[config.mk]
export PLATFORM = sky130hd
export DESIGN_NAME = bcd_clock_led_display_core
export DESIGN_NICKNAME = d
export VERILOG_FILES = /design/src/hw/rtl/bcdclk_pkg.sv /design/src/hw/rtl/bcd_clock_led_display_core.sv
export SDC_FILE = /design/constraint.sdc
export NUM_CORES = 1
export LEC_CHECK = 0
export BUFFER_PORTS_ARGS = -buffer_cell sky130_fd_sc_hd__buf_2
export CAP_MARGIN = 10
export CORE_MARGIN = 2
export CORE_UTILIZATION = 63
export CTS_BUF_LIST = sky130_fd_sc_hd__clkbuf_4 sky130_fd_sc_hd__clkbuf_8 sky130_fd_sc_hd__clkbuf_16
export CTS_CLUSTER_DIAMETER = 200
export DETAILED_ROUTE_END_ITERATION = 12
export GPL_TIMING_DRIVEN = 0
export PLACE_DENSITY_LB_ADDON = 0.25
export SYNTH_ARGS = -nofsm -noshare
export SYNTH_HDL_FRONTEND = slang
export SYNTH_SLANG_ARGS = --single-unit
[constraint.sdc]
create_clock -name clk -period 5.4 [get_ports clk]
set_input_delay 1.08 -clock clk [delete_from_list [all_inputs] [get_ports clk]]
set_output_delay 1.08 -clock clk [all_outputs]
set_load 0.05 [all_outputs]
[src/hw/rtl/bcdclk_pkg.sv]
`timescale 1ns / 1ps
`default_nettype none
// ----------------------------------------------------------------------------
// bcdclk_pkg
// Shared types, codes and the seven-segment font of the BCD clock display core.
// ----------------------------------------------------------------------------
package bcdclk_pkg;

	// Command codes carried on cmd
	localparam logic [1:0] CMD_TICK  = 2'd0;
	localparam logic [1:0] CMD_WRITE = 2'd1;
	localparam logic [1:0] CMD_SCAN  = 2'd2;

	// Time byte indexes carried on byte_index
	localparam logic [2:0] IDX_SECONDS = 3'd0;
	localparam logic [2:0] IDX_MINUTES = 3'd1;
	localparam logic [2:0] IDX_HOURS   = 3'd2;
	localparam logic [2:0] IDX_COMMIT  = 3'd7;

	// Clock limits
	localparam logic [7:0] SEC_MAX      = 8'd59;
	localparam logic [7:0] MIN_TENS_MAX = 8'h50;
	localparam logic [7:0] HOUR_MAX     = 8'h23;
	localparam logic [5:0] DOT_MAX      = 6'd61;

	// Digit code that draws a blank digit
	localparam logic [3:0] DIGIT_BLANK = 4'd10;

	// Colon dots (60 and 61) in the flat dot layout: byte 7, bits 3 and 2
	localparam logic [63:0] COLON_MASK = 64'h0C00_0000_0000_0000;

	// Font byte of a digit 0..9, blank for 10 and above
	function automatic logic [7:0] seg_font(input logic [3:0] v);
		logic [7:0] f;
		case (v)
			4'd0:    f = 8'hEE;
			4'd1:    f = 8'h24;
			4'd2:    f = 8'hBA;
			4'd3:    f = 8'hB6;
			4'd4:    f = 8'h74;
			4'd5:    f = 8'hD6;
			4'd6:    f = 8'hDE;
			4'd7:    f = 8'hA4;
			4'd8:    f = 8'hFE;
			4'd9:    f = 8'hF6;
			default: f = 8'h00;
		endcase
		return f;
	endfunction

	// Row select nibble: upper nibble of ((row + 1) << 4) ^ 0xF0
	function automatic logic [3:0] row_select(input logic [2:0] row);
		logic [3:0] r1;
		r1 = {1'b0, row} + 4'd1;
		return r1 ^ 4'hF;
	endfunction

	// One result beat
	typedef struct packed {
		logic [2:0] scan_row;
		logic [7:0] row_pattern;
		logic [7:0] second_dots;
		logic [7:0] seconds_now;
		logic [7:0] minutes_now;
		logic [7:0] hours_now;
	} result_t;

endpackage
`default_nettype wire

[src/hw/rtl/bcd_clock_led_display_core.sv]
`timescale 1ns / 1ps
`default_nettype none
// ----------------------------------------------------------------------------
// bcd_clock_led_display_core
// BCD clock with a 62-dot seconds ring and four seven-segment digits, scanned
// out one display row per scan beat.
// ----------------------------------------------------------------------------
//  channel | handshake              | payload
//  --------+------------------------+------------------------------------------
//  input   | in_valid / in_stall    | cmd, byte_index, byte_value
//  output  | out_valid / out_stall  | scan_row, row_pattern, second_dots,
//          |                        | seconds_now, minutes_now, hours_now
//
//  The clock, dot and digit state of a beat updates in the cycle it is
//  accepted, and its result is registered at the same edge.
//  Throughput is one beat per cycle while in_stall is low.
//  A two-entry output buffer (result register plus skid register) lets one
//  more beat in while a result is stalled; in_stall rises only when both hold.
//  Reset loads time 00:00:00 with the display drawn for it, dots dark.
// ----------------------------------------------------------------------------
module bcd_clock_led_display_core
	import bcdclk_pkg::*;
(
	input  wire logic       clk,
	input  wire logic       arst_n,
	input  wire logic       in_valid,
	output logic            in_stall,
	input  wire logic [1:0] cmd,
	input  wire logic [2:0] byte_index,
	input  wire logic [7:0] byte_value,
	output logic            out_valid,
	input  wire logic       out_stall,
	output logic [2:0]      scan_row,
	output logic [7:0]      row_pattern,
	output logic [7:0]      second_dots,
	output logic [7:0]      seconds_now,
	output logic [7:0]      minutes_now,
	output logic [7:0]      hours_now
);

	// Clock and display state
	logic        phase_q;
	logic [7:0]  sec_q;
	logic [7:0]  min_q;
	logic [7:0]  hour_q;
	logic [63:0] dot_q;
	logic [7:0]  seg_q [4];
	logic [2:0]  row_q;

	// Next state
	logic        phase_n;
	logic [7:0]  sec_n;
	logic [7:0]  min_n;
	logic [7:0]  hour_n;
	logic [63:0] dot_n;
	logic [7:0]  seg_n [4];
	logic [2:0]  row_n;

	// Output buffer
	logic    out_valid_q;
	logic    skid_valid_q;
	result_t out_q;
	result_t skid_q;
	result_t res;

	logic in_fire;
	logic out_fire;

	// Flat bit position of a dot: odd bytes are bit-reversed
	function automatic logic [5:0] dot_pos(input logic [5:0] s);
		return {s[5:3], s[3] ? ~s[2:0] : s[2:0]};
	endfunction

	// Redraw a digit only for codes 0..10
	function automatic logic [7:0] put_digit(input logic [7:0] old, input logic [3:0] v);
		return (v <= DIGIT_BLANK) ? seg_font(v) : old;
	endfunction

	// Hours tens digit: blank below ten
	function automatic logic [3:0] hour_tens(input logic [7:0] h);
		return (h < 8'd10) ? DIGIT_BLANK : h[7:4];
	endfunction

	assign in_fire  = in_valid && !skid_valid_q;
	assign out_fire = out_valid_q && !out_stall;
	assign in_stall = skid_valid_q;

	// Work out the state after one beat
	always_comb begin
		logic [63:0] set_m;
		logic [63:0] clr_m;
		logic [7:0]  s1;
		logic [5:0]  nxt_dot;
		logic [7:0]  m1;
		logic [7:0]  m2;
		logic [7:0]  h1;
		logic [7:0]  h2;
		logic [7:0]  h3;
		logic        mcarry;
		logic        tcarry;

		phase_n = phase_q;
		sec_n   = sec_q;
		min_n   = min_q;
		hour_n  = hour_q;
		dot_n   = dot_q;
		seg_n   = seg_q;
		row_n   = row_q;
		set_m   = '0;
		clr_m   = '0;

		s1      = sec_q + 8'd1;
		nxt_dot = (sec_q < SEC_MAX) ? s1[5:0] : 6'd0;

		// Minute and hour carries
		m1     = min_q + 8'd1;
		mcarry = (m1[3:0] > 4'd9);
		m2     = (m1 + 8'h10) & 8'hF0;
		tcarry = mcarry && (m2 > MIN_TENS_MAX);
		h1     = hour_q + 8'd1;
		h2     = (h1[3:0] > 4'd9) ? ((h1 & 8'h30) + 8'h10) : h1;
		h3     = (h2 > HOUR_MAX) ? 8'd0 : h2;

		case (cmd)
			CMD_TICK: begin
				if (!phase_q) begin
					// First half: light the next dot, drop the colon
					phase_n = 1'b1;
					set_m[dot_pos(nxt_dot)] = 1'b1;
					clr_m = COLON_MASK;
					dot_n = (dot_q | set_m) & ~clr_m;
				end else begin
					// Second half: drop the current dot, light the colon, advance
					phase_n = 1'b0;
					if (sec_q <= {2'b00, DOT_MAX})
						clr_m[dot_pos(sec_q[5:0])] = 1'b1;
					dot_n = (dot_q & ~clr_m) | COLON_MASK;
					sec_n = s1;
					if (s1 > SEC_MAX) begin
						sec_n = 8'd0;
						if (tcarry) begin
							min_n    = 8'd0;
							hour_n   = h3;
							seg_n[2] = put_digit(seg_q[2], h3[3:0]);
							seg_n[3] = put_digit(seg_q[3], hour_tens(h3));
						end else if (mcarry) begin
							min_n = m2;
						end else begin
							min_n = m1;
						end
						if (mcarry)
							seg_n[1] = put_digit(seg_q[1], min_n[7:4]);
						seg_n[0] = put_digit(seg_q[0], min_n[3:0]);
					end
				end
			end
			CMD_WRITE: begin
				case (byte_index)
					IDX_SECONDS: sec_n = byte_value;
					IDX_MINUTES: min_n = byte_value;
					IDX_HOURS:   hour_n = byte_value;
					IDX_COMMIT: begin
						// Refresh: clear the ring and digit nibbles, redraw all four digits
						dot_n    = '0;
						seg_n[0] = put_digit(8'h00, min_q[3:0]);
						seg_n[1] = put_digit(8'h00, min_q[7:4]);
						seg_n[2] = put_digit(8'h00, hour_q[3:0]);
						seg_n[3] = put_digit(8'h00, hour_tens(hour_q));
					end
					default: ;
				endcase
			end
			CMD_SCAN: row_n = row_q + 3'd1;
			default: ;
		endcase
	end

	// Result of the beat from the new state
	always_comb begin
		logic [7:0] seg;
		seg = seg_n[row_n[2:1]];
		res.scan_row    = row_n;
		res.row_pattern = {row_select(row_n), row_n[0] ? seg[7:4] : seg[3:0]};
		res.second_dots = dot_n[{row_n, 3'b000} +: 8];
		res.seconds_now = sec_n;
		res.minutes_now = min_n;
		res.hours_now   = hour_n;
	end

	// Hold the clock and display state, advance on each accepted beat
	always_ff @(posedge clk or negedge arst_n) begin
		if (!arst_n) begin
			phase_q  <= 1'b0;
			sec_q    <= '0;
			min_q    <= '0;
			hour_q   <= '0;
			dot_q    <= '0;
			seg_q[0] <= seg_font(4'd0);
			seg_q[1] <= seg_font(4'd0);
			seg_q[2] <= seg_font(4'd0);
			seg_q[3] <= seg_font(DIGIT_BLANK);
			row_q    <= '0;
		end else if (in_fire) begin
			phase_q <= phase_n;
			sec_q   <= sec_n;
			min_q   <= min_n;
			hour_q  <= hour_n;
			dot_q   <= dot_n;
			seg_q   <= seg_n;
			row_q   <= row_n;
		end
	end

	// Output register and skid register
	always_ff @(posedge clk or negedge arst_n) begin
		if (!arst_n) begin
			out_valid_q  <= 1'b0;
			skid_valid_q <= 1'b0;
		end else if (!out_valid_q || out_fire) begin
			out_valid_q  <= skid_valid_q || in_fire;
			skid_valid_q <= 1'b0;
		end else if (in_fire) begin
			skid_valid_q <= 1'b1;
		end
	end

	always_ff @(posedge clk) begin
		if (!out_valid_q || out_fire) begin
			out_q <= skid_valid_q ? skid_q : res;
		end else if (in_fire) begin
			skid_q <= res;
		end
	end

	assign out_valid   = out_valid_q;
	assign scan_row    = out_q.scan_row;
	assign row_pattern = out_q.row_pattern;
	assign second_dots = out_q.second_dots;
	assign seconds_now = out_q.seconds_now;
	assign minutes_now = out_q.minutes_now;
	assign hours_now   = out_q.hours_now;

	// A skid beat only waits behind a presented result
	a_skid_behind_out: assert property (@(posedge clk) disable iff (!arst_n)
		skid_valid_q |-> out_valid_q)
		else $error("skid register holds a beat with no result presented");

	// After an accepted beat the output always presents a result in the next cycle
	a_beat_lands: assert property (@(posedge clk) disable iff (!arst_n)
		in_fire |=> out_valid_q)
		else $error("accepted beat produced no result");

	// A scan beat moves the row by one
	a_scan_advance: assert property (@(posedge clk) disable iff (!arst_n)
		(in_fire && cmd == CMD_SCAN) |=> (row_q == $past(row_q) + 3'd1))
		else $error("scan beat did not advance the row");

	// The second half-tick lights both colon dots
	a_colon_on: assert property (@(posedge clk) disable iff (!arst_n)
		(in_fire && cmd == CMD_TICK && phase_q) |=>
		((dot_q & COLON_MASK) == COLON_MASK) && !phase_q)
		else $error("colon not lit after second half-tick");

	// The first half-tick darkens the colon
	a_colon_off: assert property (@(posedge clk) disable iff (!arst_n)
		(in_fire && cmd == CMD_TICK && !phase_q) |=>
		((dot_q & COLON_MASK) == 64'd0) && phase_q)
		else $error("colon still lit after first half-tick");

endmodule
`default_nettype wire
==> results by group <==
Final layout
  – Reg area: 5700 um^2
  – Final Core Density: 71.3%
  – Diodes inserted: 0
  – Nets: 1,730
  – Layout cells sized above 1: 13.4%
  – Cell area after layout: 15,500 um^2
  – Biggest register: dot_q
  – Filler Cells Inserted: 1,680
  – Multi-input gate area in the final layout: 7610 um^2
  – Top flop regs: dot_q x64, skid_q x42, seg_q x32
  – Max FFs per register: 64
  – Area Overhead vs Synth: 11.7%

Synthesis
  – Most common cell in the netlist: nand2_1
  – Sequential fraction of the synthesis area: 41.0%
  – Mean Syn Cell Area: 8.83 um^2
  – Post-synth ARST share: 60.0%
  – Synth top cells by count: 237 x nand2_1, 168 x o21ai_0, 117 x a21oi_1
  – Synth top area cells: dfrtp_1 19%, edfxtp_1 18%, nand2_1 6.4%
  – Biggest area consumer among synthesized cells: dfrtp_1
  – Cells after Synth: 1,574
  – Synth Flop Type: dfrtp_1
  – Synth Register Bits: 210
  – Synth cell types: 103
  – Mapped Area: 13,900 um^2
  – Syn_nets: 1,639
  – Synth Warn #: 0
  – Synth top area share: 19.5%
  – EDFF count, synth: 84

Critical path
  – Crit end category: flop
  – Crit path top cell by count: nor2_1
  – Crit start category: flop
  – Critical Path RT: 5.68 ns
  – Crit path DAT: 5.30 ns
  – Cell Chain, Critical Path: buf_2 > inv_1 > ha_1 > nor4bb_1 > nor3_1 > o211a_1 > o211a_4 > nor2_1 > nor2_1 > nor2_1 > ha_1 > or3_1 > o221ai_2 > a2111oi_0 > a311oi_1 > o31a_1 > a22o_1
  – CP max stage delay: 0.68 ns
  – Crit-path max FO: 10
  – Worst setup path category: flop to flop
  – Slowest-stage cell, CP: a2111oi_0

Timing
  – Setup violation total in the final timing report: 0
  – Final period util: 93.0%
  – Rel. slew slack: 1.72%
  – RSZ-0062 raised after global routing: false
  – Slew at the pin with the worst max-slew slack: 1.46 ns
  – Min Tclk post-route: 5.02 ns
  – Clock skew: 0.0208 ns
  – Hold Vio Cnt, Final: 0
  – Setup_tns: 0 ns
  – F_max: 199 MHz
  – Max-slew violation count: 0

Detailed routing
  – DRT Pass-1 Iters: 8
  – Avg WL per Cell: 25.2 um
  – Vias: 13,700
  – DR DRC count: 0
  – Total wire length: 49,500 um
  – Number of routed nets with antenna violations: 0
  – Vias per inst: 6.96
  – Initial DRC count: 1,760

Worst hold path
  – Worst hold path class: flop to flop

Clock network
  – Bufs on Longest Clock Path: 3
  – Clock-pin slew on the worst setup and hold paths: 0.06 ns
  – TritonCTS Buffers: 24
  – Post-CTS Setup Bufs: 0
  – Worst-Skew Late Latency: 0.54 ns
  – Root buffer cell: clkbuf_16
  – Hold_buf cts: 0
  – CTS tree: done
  – Total number of H-tree levels: 1
  – Clk sinks: 210

Job
  – Maxcap violations: 1

Global routing
  – Largest net degree at the start of global routing: 77
  – First-pass GRT wire length: 75,900 um
  – Total GRT Usage: 41.9%
  – Initial antenna violation count: 2
  – Grt total ovfl: 0
  – Vias in the first global route: 12,800

Die
  – Core footprint: 21,800 um^2
  – Die footprint: 23,300 um^2
  – Ports: 62
  – Initial core utilization: 63.9%
  – DIE WIDTH: 153 um
  – Core Rows: 54
  – Die Y: 153 um

Place
  – Gpl congestion: 1.07
  – HPWL Detailed: 35,900 um
  – # port buffers: 60
  – Area of placed instances: 14,700 um^2

Power and ir drop
  – Sw Ratio: 46.9%
  – Logic pwr share: 51.0%
  – Peak VDD IR: 427 uV
  – Clock Power Share: 21.4%
  – Seq pwr share: 27.6%
  – Switching power: 3.94 mW
  – Total leakage power: 6.17 nW
  – Int Power: 4.46 mW
  – Pwr Density: 541 nW/um^2

Run status
  – Status: finished, violations left
  – Failing checks: max-capacitance violations
==> cell families (layout without fill, tap and decap cells) <==
| logic type | after synthesis | after routing | synth area share, % |
|---|---|---|---|
| flip-flops | 210 | 210 | 41.0 |
| XOR/XNOR | 19 | 19 | 1.25 |
| AO/OA/AOI/OAI | 548 | 548 | 25.9 |
| buffers and inverters | 153 | 262 | 4.39 |
| AND/OR/NAND/NOR | 540 | 540 | 18.2 |
| adder cells (fa/ha/maj) | 48 | 48 | 4.32 |
| multiplexers | 56 | 56 | 4.92 |
==> area by class of cell <==
class,instances,share of cell area (%)
multi-input cells,1211,49.0
repair buffers,65,2.49
clock inverters,15,1.27
well taps,280,2.26
inverters,49,1.19
plain buffers,104,2.75
clock buffers,29,4.30
flip-flops and latches,210,36.7
==> cell usage in the layout, fill, tap and decap left out, drive strengths merged, types with 18 or more instances in the layout <==
cell | netlist | final
edfxtp | 84 | 84
a31oi | 18 | 18
inv | 48 | 50
a21oi | 118 | 118
a211oi | 25 | 25
a211o | 19 | 19
nand2 | 237 | 237
nand3 | 32 | 32
o21ai | 177 | 177
clkbuf | 81 | 110
ha | 48 | 48
buf | 23 | 88
o221ai | 18 | 18
nor3 | 46 | 46
mux2 | 43 | 43
dfstp | 18 | 18
dfrtp | 108 | 108
o31ai | 21 | 21
nor2 | 99 | 99
==> power by group through the flow <==
stage | logic [mW] | clock network (mW) | registers (mW)
2_1_floorplan | 2.51 | 0 | 2.64
3_3_place_gp | 3.96 | 0 | 2.31
3_5_place_dp | 4.06 | 0 | 2.33
4_1_cts | 4.10 | 1.80 | 2.31
5_1_grt | 4.53 | 1.86 | 2.34
6_report | 4.28 | 1.80 | 2.32
==> critical path, delay by kind of cell, from the launching register on <==
family	cells	cell delay [ns]
adder cells (fa/ha/maj)	2	0.52
AO/OA/AOI/OAI	7	2.08
buffers and inverters	2	0.37
flip-flops	1	0.45
AND/OR/NAND/NOR	6	1.34
==> per-layer routing <==
metal | wire length [um] | up-vias | share of wire [%] | global-route usage, %
li1 | - | 6019 | - | -
met1 | 19500 | 6459 | 39 | 59.8
met2 | 20800 | 1036 | 42 | 60.6
met3 | 7410 | 155 | 15 | 14.0
met4 | 1870 | 2 | 3.8 | 13.7
met5 | 8 | - | 0.016 | 0
==> path summary, 6_finish.rpt <==
kind	start	to	slack, ns	depth (start not counted)
worst max-delay path	hour_q[1]$_DFFE_PN0P_	row_pattern[3]$_DFFE_PN_	0.38	17
worst min-delay path	seg_q[19]$_DFFE_PN1P_	seg_q[19]$_DFFE_PN1P_	0.46	2
worst max register to register	hour_q[1]$_DFFE_PN0P_	row_pattern[3]$_DFFE_PN_	0.38	17
worst min register to register	seg_q[19]$_DFFE_PN1P_	seg_q[19]$_DFFE_PN1P_	0.46	2
max in group asynchronous	arst_n	seg_q[25]$_DFFE_PN1P_	4.08	2
min in group asynchronous	arst_n	dot_q[43]$_DFFE_PN0P_	0.49	1
==> timing repair <==
item | CTS | global route
hold endpoints to repair | 0 | 0
gates resized for setup | 0 | 1
endpoints found under the setup margin | 0 | 2
==> per-stage QoR <==
| step | worst slack (ns) | power, mW | hold WS [ns] | std cells |
|---|---|---|---|---|
| global route | 0.0738 | 8.73 | 0.474 | 1963 |
| CTS | 0.402 | 8.20 | 0.456 | 1963 |
| floorplan | 1.00 | 5.14 | 0.435 | 1574 |
| global placement | -0.371 | 6.27 | 0.446 | 1914 |
| detailed placement | 0.419 | 6.39 | 0.447 | 1919 |
| finish | 0.380 | 8.39 | 0.458 | 1963 |
Note: power is estimated with default switching activity, not from simulation.
